<file path="config.mk">
export PLATFORM = sky130hd
export DESIGN_NAME = accumulator_machine_step_flat
export DESIGN_NICKNAME = d
export VERILOG_FILES = /design/src/hw/rtl/ams_pkg.sv /design/src/hw/rtl/ams_if.sv /design/src/hw/rtl/ams_core.sv /design/src/hw/rtl/accumulator_machine_step.sv /design/src/flat_wrapper.sv
export SDC_FILE = /design/constraint.sdc
export NUM_CORES = 1
export LEC_CHECK = 0
export BUFFER_PORTS_ARGS = -buffer_cell sky130_fd_sc_hd__buf_2
export CAP_MARGIN = 40
export CORE_ASPECT_RATIO = 0.7
export CORE_MARGIN = 2
export CORE_UTILIZATION = 45
export DETAILED_ROUTE_END_ITERATION = 10
export PLACE_DENSITY = 0.66
export SKIP_LAST_GASP = 1
export SLEW_MARGIN = 20
export SYNTH_ARGS = -nofsm -noshare
export SYNTH_HDL_FRONTEND = slang
export SYNTH_HIERARCHICAL = 1
export SYNTH_SLANG_ARGS = --single-unit
</file>
<file path="constraint.sdc">
create_clock -name clk -period 6.65 [get_ports clk]
set_input_delay 0.9975 -clock clk [delete_from_list [all_inputs] [get_ports clk]]
set_output_delay 0.9975 -clock clk [all_outputs]
set_load 0.02 [all_outputs]
</file>
<file path="src/hw/rtl/ams_pkg.sv">
// Shared constants, codes and item types of the accumulator machine step block.
package ams_pkg;

  // Memory geometry
  localparam int MEM_WORDS = 32;
  localparam int MEM_AW    = (MEM_WORDS > 1) ? $clog2(MEM_WORDS) : 1;

  // Field widths
  localparam int OP_W   = 2;
  localparam int WA_W   = 5;
  localparam int WORD_W = 16;
  localparam int PC_W   = 8;
  localparam int CNT_W  = 32;
  localparam int STOP_W = 2;

  // Range limit, one bit wider than the program counter
  localparam logic [PC_W:0] MEM_LIMIT = (PC_W + 1)'(MEM_WORDS);

  // Item operations
  localparam logic [OP_W-1:0] OP_WRITE   = 2'd0;
  localparam logic [OP_W-1:0] OP_READ    = 2'd1;
  localparam logic [OP_W-1:0] OP_RESTART = 2'd2;
  localparam logic [OP_W-1:0] OP_EXEC    = 2'd3;

  // Stop codes
  localparam logic [STOP_W-1:0] STOP_RUN  = 2'd0;
  localparam logic [STOP_W-1:0] STOP_HALT = 2'd1;
  localparam logic [STOP_W-1:0] STOP_ZERO = 2'd2;
  localparam logic [STOP_W-1:0] STOP_OUT  = 2'd3;

  // Instruction opcodes (upper byte of the word)
  localparam logic [7:0] OPC_LOAD  = 8'h00;
  localparam logic [7:0] OPC_STORE = 8'h01;
  localparam logic [7:0] OPC_NEG   = 8'h03;
  localparam logic [7:0] OPC_JUMP  = 8'h04;
  localparam logic [7:0] OPC_RECIP = 8'h06;
  localparam logic [7:0] OPC_ADD   = 8'h0A;
  localparam logic [7:0] OPC_MUL   = 8'h0B;
  localparam logic [7:0] OPC_PRINT = 8'h0C;
  localparam logic [7:0] OPC_JNP   = 8'h0D;
  localparam logic [7:0] OPC_HALT  = 8'h0F;

  typedef struct packed {
    logic [OP_W-1:0]   op;
    logic [WA_W-1:0]   word_addr;
    logic [WORD_W-1:0] word_data;
  } item_t;

  typedef struct packed {
    logic [WORD_W-1:0]        read_data;
    logic                     printed;
    logic signed [WORD_W-1:0] print_value;
    logic [STOP_W-1:0]        stop_reason;
    logic [PC_W-1:0]          program_counter;
    logic [WORD_W-1:0]        acc_value;
    logic [CNT_W-1:0]         executed_count;
  } result_t;

endpackage

</file>
<file path="src/hw/rtl/ams_if.sv">
// Valid/ready channel interfaces for items in and results out.
interface ams_in_if;
  import ams_pkg::*;

  logic              valid;
  logic              ready;
  logic [OP_W-1:0]   op;
  logic [WA_W-1:0]   word_addr;
  logic [WORD_W-1:0] word_data;

  modport source (output valid, output op, output word_addr, output word_data,
                  input ready);
  modport sink   (input valid, input op, input word_addr, input word_data,
                  output ready);
endinterface

interface ams_out_if;
  import ams_pkg::*;

  logic                     valid;
  logic                     ready;
  logic [WORD_W-1:0]        read_data;
  logic                     printed;
  logic signed [WORD_W-1:0] print_value;
  logic [STOP_W-1:0]        stop_reason;
  logic [PC_W-1:0]          program_counter;
  logic [WORD_W-1:0]        acc_value;
  logic [CNT_W-1:0]         executed_count;

  modport source (output valid, output read_data, output printed, output print_value,
                  output stop_reason, output program_counter, output acc_value,
                  output executed_count, input ready);
  modport sink   (input valid, input read_data, input printed, input print_value,
                  input stop_reason, input program_counter, input acc_value,
                  input executed_count, output ready);
endinterface

</file>
<file path="src/hw/rtl/ams_core.sv">
// Sequencer and word memory of the accumulator machine: fetch, operand read, execute.
module ams_core (
  input  logic            clk,
  input  logic            rst,
  input  logic            item_valid,
  input  ams_pkg::item_t  item,
  output logic            item_take,
  input  logic            out_free,
  output logic            res_load,
  output ams_pkg::result_t res
);
  import ams_pkg::*;

  localparam logic [1:0] S_IDLE  = 2'd0;
  localparam logic [1:0] S_READ  = 2'd1;
  localparam logic [1:0] S_FETCH = 2'd2;
  localparam logic [1:0] S_EXEC  = 2'd3;

  logic [1:0]        state, state_next;
  logic [PC_W-1:0]   pc, pc_next;
  logic [WORD_W-1:0] acc, acc_next;
  logic [CNT_W-1:0]  total, total_next;
  logic [STOP_W-1:0] stopped, stopped_next;
  logic [WORD_W-1:0] ir;
  logic              ir_load;
  logic              rd_ok, rd_ok_next;

  // Word memory with one write and one registered read port
  logic [WORD_W-1:0] mem [MEM_WORDS];
  logic [MEM_WORDS-1:0] vld;
  logic [WORD_W-1:0] rd_data;
  logic              rd_vld;
  logic              we, re;
  logic [MEM_AW-1:0] w_idx, r_idx;
  logic [WORD_W-1:0] w_data;

  // Datapath helpers
  logic [PC_W-1:0]     wa8;
  logic                wa_ok, pc_ok, fetch_ok;
  logic [WORD_W-1:0]   rd_word, arg, rdata_out;
  logic [PC_W-1:0]     fetch_addr, op_addr;
  logic [7:0]          opc;
  logic [PC_W:0]       pc_inc, pc_nx;
  logic [2*WORD_W-1:0] prod;
  logic                printed, halt;

  assign wa8        = {{(PC_W-WA_W){1'b0}}, item.word_addr};
  assign wa_ok      = {1'b0, wa8} < MEM_LIMIT;
  assign pc_ok      = {1'b0, pc} < MEM_LIMIT;
  assign rd_word    = rd_vld ? rd_data : '0;
  assign fetch_addr = rd_word[PC_W-1:0];
  assign fetch_ok   = {1'b0, fetch_addr} < MEM_LIMIT;
  assign op_addr    = ir[PC_W-1:0];
  assign opc        = ir[WORD_W-1:PC_W];
  assign arg        = rd_ok ? rd_word : '0;
  assign pc_inc     = {1'b0, pc} + (PC_W + 1)'(1);
  assign prod       = acc * arg;

  // Sequencer and execute logic
  always_comb begin
    state_next   = state;
    pc_next      = pc;
    acc_next     = acc;
    total_next   = total;
    stopped_next = stopped;
    rd_ok_next   = rd_ok;
    ir_load      = 1'b0;
    item_take    = 1'b0;
    res_load     = 1'b0;
    we           = 1'b0;
    w_idx        = wa8[MEM_AW-1:0];
    w_data       = item.word_data;
    re           = 1'b0;
    r_idx        = wa8[MEM_AW-1:0];
    rdata_out    = '0;
    printed      = 1'b0;
    halt         = 1'b0;
    pc_nx        = pc_inc;
    case (state)
      S_IDLE: begin
        if (item_valid) begin
          case (item.op)
            OP_WRITE: begin
              if (out_free) begin
                item_take = 1'b1;
                res_load  = 1'b1;
                we        = wa_ok;
              end
            end
            OP_READ: begin
              item_take  = 1'b1;
              re         = wa_ok;
              rd_ok_next = wa_ok;
              state_next = S_READ;
            end
            OP_RESTART: begin
              if (out_free) begin
                item_take    = 1'b1;
                res_load     = 1'b1;
                pc_next      = '0;
                acc_next     = '0;
                total_next   = '0;
                stopped_next = STOP_RUN;
              end
            end
            OP_EXEC: begin
              if (stopped != STOP_RUN || !pc_ok) begin
                // stopped machine, or counter already outside memory
                if (out_free) begin
                  item_take = 1'b1;
                  res_load  = 1'b1;
                  if (stopped == STOP_RUN) begin
                    stopped_next = STOP_OUT;
                  end
                end
              end else begin
                item_take  = 1'b1;
                re         = 1'b1;
                r_idx      = pc[MEM_AW-1:0];
                state_next = S_FETCH;
              end
            end
            default: begin
              if (out_free) begin
                item_take = 1'b1;
                res_load  = 1'b1;
              end
            end
          endcase
        end
      end
      S_READ: begin
        if (out_free) begin
          res_load   = 1'b1;
          rdata_out  = rd_ok ? rd_word : '0;
          state_next = S_IDLE;
        end
      end
      S_FETCH: begin
        // latch the instruction, read its operand
        ir_load    = 1'b1;
        re         = fetch_ok;
        r_idx      = fetch_addr[MEM_AW-1:0];
        rd_ok_next = fetch_ok;
        state_next = S_EXEC;
      end
      S_EXEC: begin
        if (out_free) begin
          res_load   = 1'b1;
          state_next = S_IDLE;
          if (ir == '0) begin
            stopped_next = STOP_ZERO;
          end else begin
            case (opc)
              OPC_LOAD: begin
                if (rd_ok) acc_next = arg;
              end
              OPC_STORE: begin
                we     = rd_ok;
                w_idx  = op_addr[MEM_AW-1:0];
                w_data = acc;
              end
              OPC_ADD: begin
                if (rd_ok) acc_next = acc + arg;
              end
              OPC_MUL: begin
                if (rd_ok) acc_next = prod[WORD_W-1:0];
              end
              OPC_NEG: begin
                acc_next = '0 - acc;
              end
              OPC_RECIP: begin
                if (acc != '0) acc_next = (acc == WORD_W'(1)) ? WORD_W'(1) : '0;
              end
              OPC_JUMP: begin
                pc_nx = {1'b0, op_addr};
              end
              OPC_JNP: begin
                if (acc == '0 || acc[WORD_W-1]) pc_nx = {1'b0, op_addr};
              end
              OPC_PRINT: begin
                printed = 1'b1;
              end
              OPC_HALT: begin
                halt = 1'b1;
              end
              default: begin
              end
            endcase
            if (halt) begin
              stopped_next = STOP_HALT;
            end else begin
              if (total != '1) total_next = total + CNT_W'(1);
              if (pc_nx >= MEM_LIMIT) stopped_next = STOP_OUT;
              pc_next = pc_nx[PC_W-1:0];
            end
          end
        end
      end
      default: begin
        state_next = S_IDLE;
      end
    endcase
  end

  // Result built from the state after this item
  always_comb begin
    res.read_data       = rdata_out;
    res.printed         = printed;
    res.print_value     = printed ? $signed(acc) : '0;
    res.stop_reason     = stopped_next;
    res.program_counter = pc_next;
    res.acc_value       = acc_next;
    res.executed_count  = total_next;
  end

  // Control state
  always_ff @(posedge clk) begin
    if (rst) begin
      state   <= S_IDLE;
      pc      <= '0;
      acc     <= '0;
      total   <= '0;
      stopped <= STOP_RUN;
      vld     <= '0;
    end else begin
      state   <= state_next;
      pc      <= pc_next;
      acc     <= acc_next;
      total   <= total_next;
      stopped <= stopped_next;
      if (we) vld[w_idx] <= 1'b1;
    end
  end

  // Memory array, read data and instruction register
  always_ff @(posedge clk) begin
    if (we) mem[w_idx] <= w_data;
    if (re) begin
      rd_data <= mem[r_idx];
      rd_vld  <= vld[r_idx];
    end
    if (ir_load) ir <= rd_word;
    rd_ok <= rd_ok_next;
  end

endmodule

</file>
<file path="src/hw/rtl/accumulator_machine_step.sv">
// Top level of the accumulator machine step block: input buffer, core, result register.
//
// Items arrive on in_ch (op, word_addr, word_data) and each gives exactly one
// result on out_ch, in order. Both channels transfer on valid and ready high.
// A one-entry input buffer takes the next item while the current one is being
// worked on; a result register holds the finished result until it is taken.
// Steps in the core, from the buffered item to a loaded result register:
//   write, restart, execute on a stopped machine: result loaded as the item is taken
//   read: registered memory read, then result
//   execute: fetch the instruction word, read the operand, execute
//   with any store written back, in that order because of the two dependent
//   reads of the single-read-port word memory.
// The core finishes each item before it takes the next one.
// Reset clears the machine registers and marks every memory word as zero
// through per-word valid bits, so no clearing pass is needed.
// When out_ch stalls, the finished result stays put, the core holds its item
// in its last step and the input buffer fills, after which in_ch.ready drops.
module accumulator_machine_step (
  input logic       clk,
  input logic       rst,
  ams_in_if.sink    in_ch,
  ams_out_if.source out_ch
);
  import ams_pkg::*;

  logic    buf_valid;
  item_t   buf_item;
  logic    out_valid;
  result_t out_res;
  logic    take, load, out_free;
  result_t core_res;
  logic    in_xfer;

  assign in_xfer     = in_ch.valid && in_ch.ready;
  assign in_ch.ready = !buf_valid || take;
  assign out_free    = !out_valid || out_ch.ready;

  // Input buffer
  always_ff @(posedge clk) begin
    if (rst) begin
      buf_valid <= 1'b0;
    end else if (in_xfer) begin
      buf_valid <= 1'b1;
    end else if (take) begin
      buf_valid <= 1'b0;
    end
  end

  always_ff @(posedge clk) begin
    if (in_xfer) begin
      buf_item.op        <= in_ch.op;
      buf_item.word_addr <= in_ch.word_addr;
      buf_item.word_data <= in_ch.word_data;
    end
  end

  ams_core u_core (
    .clk        (clk),
    .rst        (rst),
    .item_valid (buf_valid),
    .item       (buf_item),
    .item_take  (take),
    .out_free   (out_free),
    .res_load   (load),
    .res        (core_res)
  );

  // Result register
  always_ff @(posedge clk) begin
    if (rst) begin
      out_valid <= 1'b0;
    end else if (load) begin
      out_valid <= 1'b1;
    end else if (out_ch.ready) begin
      out_valid <= 1'b0;
    end
  end

  always_ff @(posedge clk) begin
    if (load) out_res <= core_res;
  end

  assign out_ch.valid           = out_valid;
  assign out_ch.read_data       = out_res.read_data;
  assign out_ch.printed         = out_res.printed;
  assign out_ch.print_value     = out_res.print_value;
  assign out_ch.stop_reason     = out_res.stop_reason;
  assign out_ch.program_counter = out_res.program_counter;
  assign out_ch.acc_value       = out_res.acc_value;
  assign out_ch.executed_count  = out_res.executed_count;

  // A waiting result is never overwritten
  a_no_overwrite: assert property (@(posedge clk) disable iff (rst)
    load |-> (!out_valid || out_ch.ready))
    else $error("result register overwritten while stalled");

  // A buffered item stays until the core takes it
  a_buf_hold: assert property (@(posedge clk) disable iff (rst)
    (buf_valid && !take) |=> buf_valid)
    else $error("buffered item lost");

  // A printed value is the accumulator that goes with it
  a_print_acc: assert property (@(posedge clk) disable iff (rst)
    (out_valid && out_res.printed) |-> ($unsigned(out_res.print_value) == out_res.acc_value))
    else $error("print value differs from accumulator");

endmodule

</file>
<file path="src/flat_wrapper.sv">
// flat-port wrapper written by rule: the top's interface ports become plain ports
module accumulator_machine_step_flat import ams_pkg::*;
  (clk, rst, in_ch_valid, in_ch_op, in_ch_word_addr, in_ch_word_data, in_ch_ready, out_ch_valid, out_ch_read_data, out_ch_printed, out_ch_print_value, out_ch_stop_reason, out_ch_program_counter, out_ch_acc_value, out_ch_executed_count, out_ch_ready);
  ams_in_if in_ch_i ();
  ams_out_if out_ch_i ();
  input logic clk;
  input logic rst;
  input wire logic [$bits(in_ch_i.valid)-1:0] in_ch_valid;
  input wire logic [$bits(in_ch_i.op)-1:0] in_ch_op;
  input wire logic [$bits(in_ch_i.word_addr)-1:0] in_ch_word_addr;
  input wire logic [$bits(in_ch_i.word_data)-1:0] in_ch_word_data;
  output wire logic [$bits(in_ch_i.ready)-1:0] in_ch_ready;
  output wire logic [$bits(out_ch_i.valid)-1:0] out_ch_valid;
  output wire logic [$bits(out_ch_i.read_data)-1:0] out_ch_read_data;
  output wire logic [$bits(out_ch_i.printed)-1:0] out_ch_printed;
  output wire logic [$bits(out_ch_i.print_value)-1:0] out_ch_print_value;
  output wire logic [$bits(out_ch_i.stop_reason)-1:0] out_ch_stop_reason;
  output wire logic [$bits(out_ch_i.program_counter)-1:0] out_ch_program_counter;
  output wire logic [$bits(out_ch_i.acc_value)-1:0] out_ch_acc_value;
  output wire logic [$bits(out_ch_i.executed_count)-1:0] out_ch_executed_count;
  input wire logic [$bits(out_ch_i.ready)-1:0] out_ch_ready;
  assign in_ch_i.valid = in_ch_valid;
  assign in_ch_i.op = in_ch_op;
  assign in_ch_i.word_addr = in_ch_word_addr;
  assign in_ch_i.word_data = in_ch_word_data;
  assign in_ch_ready = in_ch_i.ready;
  assign out_ch_valid = out_ch_i.valid;
  assign out_ch_read_data = out_ch_i.read_data;
  assign out_ch_printed = out_ch_i.printed;
  assign out_ch_print_value = out_ch_i.print_value;
  assign out_ch_stop_reason = out_ch_i.stop_reason;
  assign out_ch_program_counter = out_ch_i.program_counter;
  assign out_ch_acc_value = out_ch_i.acc_value;
  assign out_ch_executed_count = out_ch_i.executed_count;
  assign out_ch_i.ready = out_ch_ready;
  accumulator_machine_step u_core (.clk(clk), .rst(rst), .in_ch(in_ch_i), .out_ch(out_ch_i));
endmodule
</file>
==> impl_metrics.tcl <==
set metrics [dict create \
    clock_path_buffers 3 \
    max_freq_mhz 154.1 \
    first_global_vias 24650 \
    min_period_ns 6.488 \
    postLayoutCoreUtil 0.5139 \
    routed_wl_mm 100.7 \
    die_area_um2 83090 \
    start_util 0.4530 \
    die_x_um 343.7 \
    grt-ovfl-total 0 \
    worstPathCellList "and2_1, nand2_1, inv_1, buf_4, and2_1, fa_1, inv_1, fa_1, inv_1, ha_1, fa_1, fa_1, inv_1, fa_1, inv_1, ha_1, nor3_1, a21boi_0, nor2_1, xnor2_1, and2_1, o31ai_1, nand2_1, a21oi_2" \
    yosys.cell_types.count 81 \
    cp_max_fo 6 \
    wire_per_inst_um 21.92 \
    gp_congestion 0.9884 \
    slowest_delay_ns 0.54 \
    row_count 87 \
    nets 3649 \
    vias 26213 \
    seq_area_frac_synth 0.5971 \
    antenna_found_initial 1 \
    cp.required_ns 7.15 \
    cts_root_buf "clkbuf_16" \
    slew_headroom 0.3342 \
    route.detailed.drc 0 \
    worst_slew_pin_slew_ns 0.9899 \
    cp-end-kind "flop" \
    synth-seq-cells 754 \
    cts-hold-fix-buffers 0 \
    stdcell_count 4595 \
    finalSetupViolations 0 \
    yosysMostFrequentCell "nand2_1" \
    core_um2 80230 \
    h-tree-depth 3 \
    portBuffers 119 \
    cts_tree "built" \
    drv_cap 0 \
    crit_path_start_kind "flop" \
    slew_viol_final 0 \
    drtAntennaViolNets 0 \
    p_leak_nw 15.40 \
    cp_slowest_cell "fa_1" \
    netlist_top_cells_count "775 x nand2_1, 660 x edfxtp_1, 299 x nand3_1, 193 x nor2_1, 150 x inv_1" \
    drt_iter0_markers 3108 \
    synth_area_leader_cell "edfxtp_1" \
    numCtsBuffers 74 \
    dr.pass1.iters 6 \
    synth_nets 3516 \
    hp-class "flop to flop" \
    critPathTopFamily "adder cells" \
    clk_pin_slew_ns 0.07 \
    drive_above_1_share 0.1211 \
    grt_max_degree 122 \
    syn_inst 3335 \
    die_h_um 241.8 \
    netlist_area_um2 36340 \
    power_density_nw_per_um2 266.2 \
    avgSynthCellArea_um2 10.90 \
    synth-edff-count 660 \
    ioPinCount 120 \
    area.growth.synth_to_final_pct 13.45 \
    fillers 6975 \
    dominantRegCellSynth "edfxtp_1" \
    cp_num_buf_inv 6 \
    yosysWarningCount 6 \
    status "finished clean" \
    critical_path_class "flop to flop" \
    yosys-top-cells-area "edfxtp_1 55%, nand2_1 8.0%, dfxtp_1 5.2%" \
    antenna_cells 0 \
    synth-async-reset-ratio 0 \
    vdd_drop_max_v 0.0002128 \
    clock_skew_ns 0.03193 \
    final.period_utilization 0.9756 \
    clock_latency_ns 0.65 \
    arrival_ns 6.99 \
    synth_top_cell_area_share 0.5453 \
    cts_sinks 754 \
    grt_pass1_wl_mm 151.6 \
    dp_hpwl_mm 67.32 \
    grt_usage 0.2388 \
    finalHoldViolations 0 \
    vias_per_cell 5.705 \
    place_inst 4455 \
]
-- per-layer routing --
metal,part of all wire,global-route usage,vias up
li1,-,-,12035
met1,0.45,0.3658,12828
met2,0.42,0.3284,1193
met3,0.11,0.07256,155
met4,0.021,0.05818,2
met5,0.00018,0,-
-- flip-flops by register name, summed over array words and instances (netlist names) --
register / flops
u_core/out_ch.printed: 1
u_core/u_core/stopped: 2
u_core/u_core/state: 2
u_core/u_core/pc: 8
u_core/u_core/rd_data: 16
u_core/u_core/total: 32
u_core/out_ch.print_value: 16
u_core/out_ch.read_data: 16
u_core/u_core/acc: 16
u_core/u_core/ir: 16
u_core/u_core/rd_ok: 1
u_core/out_ch.stop_reason: 2
u_core/out_ch.program_counter: 8
u_core/out_ch.valid: 1
u_core/out_ch.executed_count: 32
u_core/buf_item: 23
u_core/u_core/mem: 512
u_core/u_core/vld: 32
u_core/out_ch.acc_value: 16
u_core/u_core/rd_vld: 1
u_core/buf_valid: 1
-- logic make-up (layout without fill, tap and decap cells) --
kind of cell | count (synthesis) | after routing | share of synthesized area
AO/OA/AOI/OAI | 433 | 433 | 0.08084
XOR/XNOR | 45 | 45 | 0.01160
adder cells (fa/ha/maj) | 154 | 154 | 0.06975
buffers and inverters | 345 | 537 | 0.03784
flip-flops | 754 | 754 | 0.5971
multiplexers | 14 | 14 | 0.003994
AND/OR/NAND/NOR | 1590 | 1590 | 0.1989
-- cell type report --
type / count / area, um2 / share of cell area
Clock buffer: 97 / 1979 / 0.04801
Clock inverter: 38 / 322.8 / 0.007830
Inverter: 152 / 570.5 / 0.01384
Multi-Input combinational cell: 2236 / 13480 / 0.3270
Sequential cell: 754 / 21700 / 0.5263
Tap cell: 1068 / 1336 / 0.03241
Timing Repair Buffer: 250 / 1839 / 0.04461
-- metrics by stage --
step,setup TNS [ns],hold slack [ns],instance area (um2),total power [W],setup WS (ns)
2_1_floorplan,0,0.4402,36350,0.006437,0.04026
3_3_place_gp,0,0.4488,38510,0.006959,0.1429
3_5_place_dp,0,0.4578,38780,0.006984,0.09130
4_1_cts,0,0.4716,41090,0.01100,0.04517
5_1_grt,-0.001956,0.4930,41230,0.01132,-0.001956
6_report,0,0.4695,41230,0.01097,0.1621
-- placed cells by master, fill, tap and decap left out, types with 68 or more instances in the layout --
master       n
a311oi_1    85
clkbuf_16   75
nor2b_1     68
buf_2      118
fa_1        81
ha_1        73
nor2_1     171
dfxtp_1     94
a21oi_1     74
nand2_1    774
inv_1      148
nand3_1    299
o21ai_0     95
edfxtp_1   660
and2_1      85
buf_4      106
-- where the power goes --
part	leakage (nW)	internal, W	total (W)	switching (W)
clock network	1.11	0.00224	0.00406	0.00182
registers	6.77	0.00536	0.00544	0.0000767
logic	7.52	0.000412	0.00148	0.00107
-- tightest hold or removal path, stage by stage (launching register included) --
cell and delay (ns):
dfxtp_1 0.33, nor2_1 0.05, nor2_1 0.06
-- worst paths after layout --
check | startpoint | endpoint | slack (ns) | cells after the start
max reg2reg | u_core/u_core/rd_vld$_DFFE_PP_ | u_core/u_core/acc[10]$_SDFF_PP0_ | 0.16 | 24
min reg2reg | u_core/u_core/vld[21]$_SDFFE_PP0P_ | u_core/u_core/vld[21]$_SDFFE_PP0P_ | 0.47 | 2
min | u_core/u_core/vld[21]$_SDFFE_PP0P_ | u_core/u_core/vld[21]$_SDFFE_PP0P_ | 0.47 | 2
max | u_core/u_core/rd_vld$_DFFE_PP_ | u_core/u_core/acc[10]$_SDFF_PP0_ | 0.16 | 24
-- repair_timing --
action                                  CTS  global route
pin swaps                                 0             5
buffers inserted                          0             2
resized for setup                         1            19
endpoints found under the setup margin    1             7
cloned                                    0             0
No activity file was read; power rests on OpenSTA's default activity.
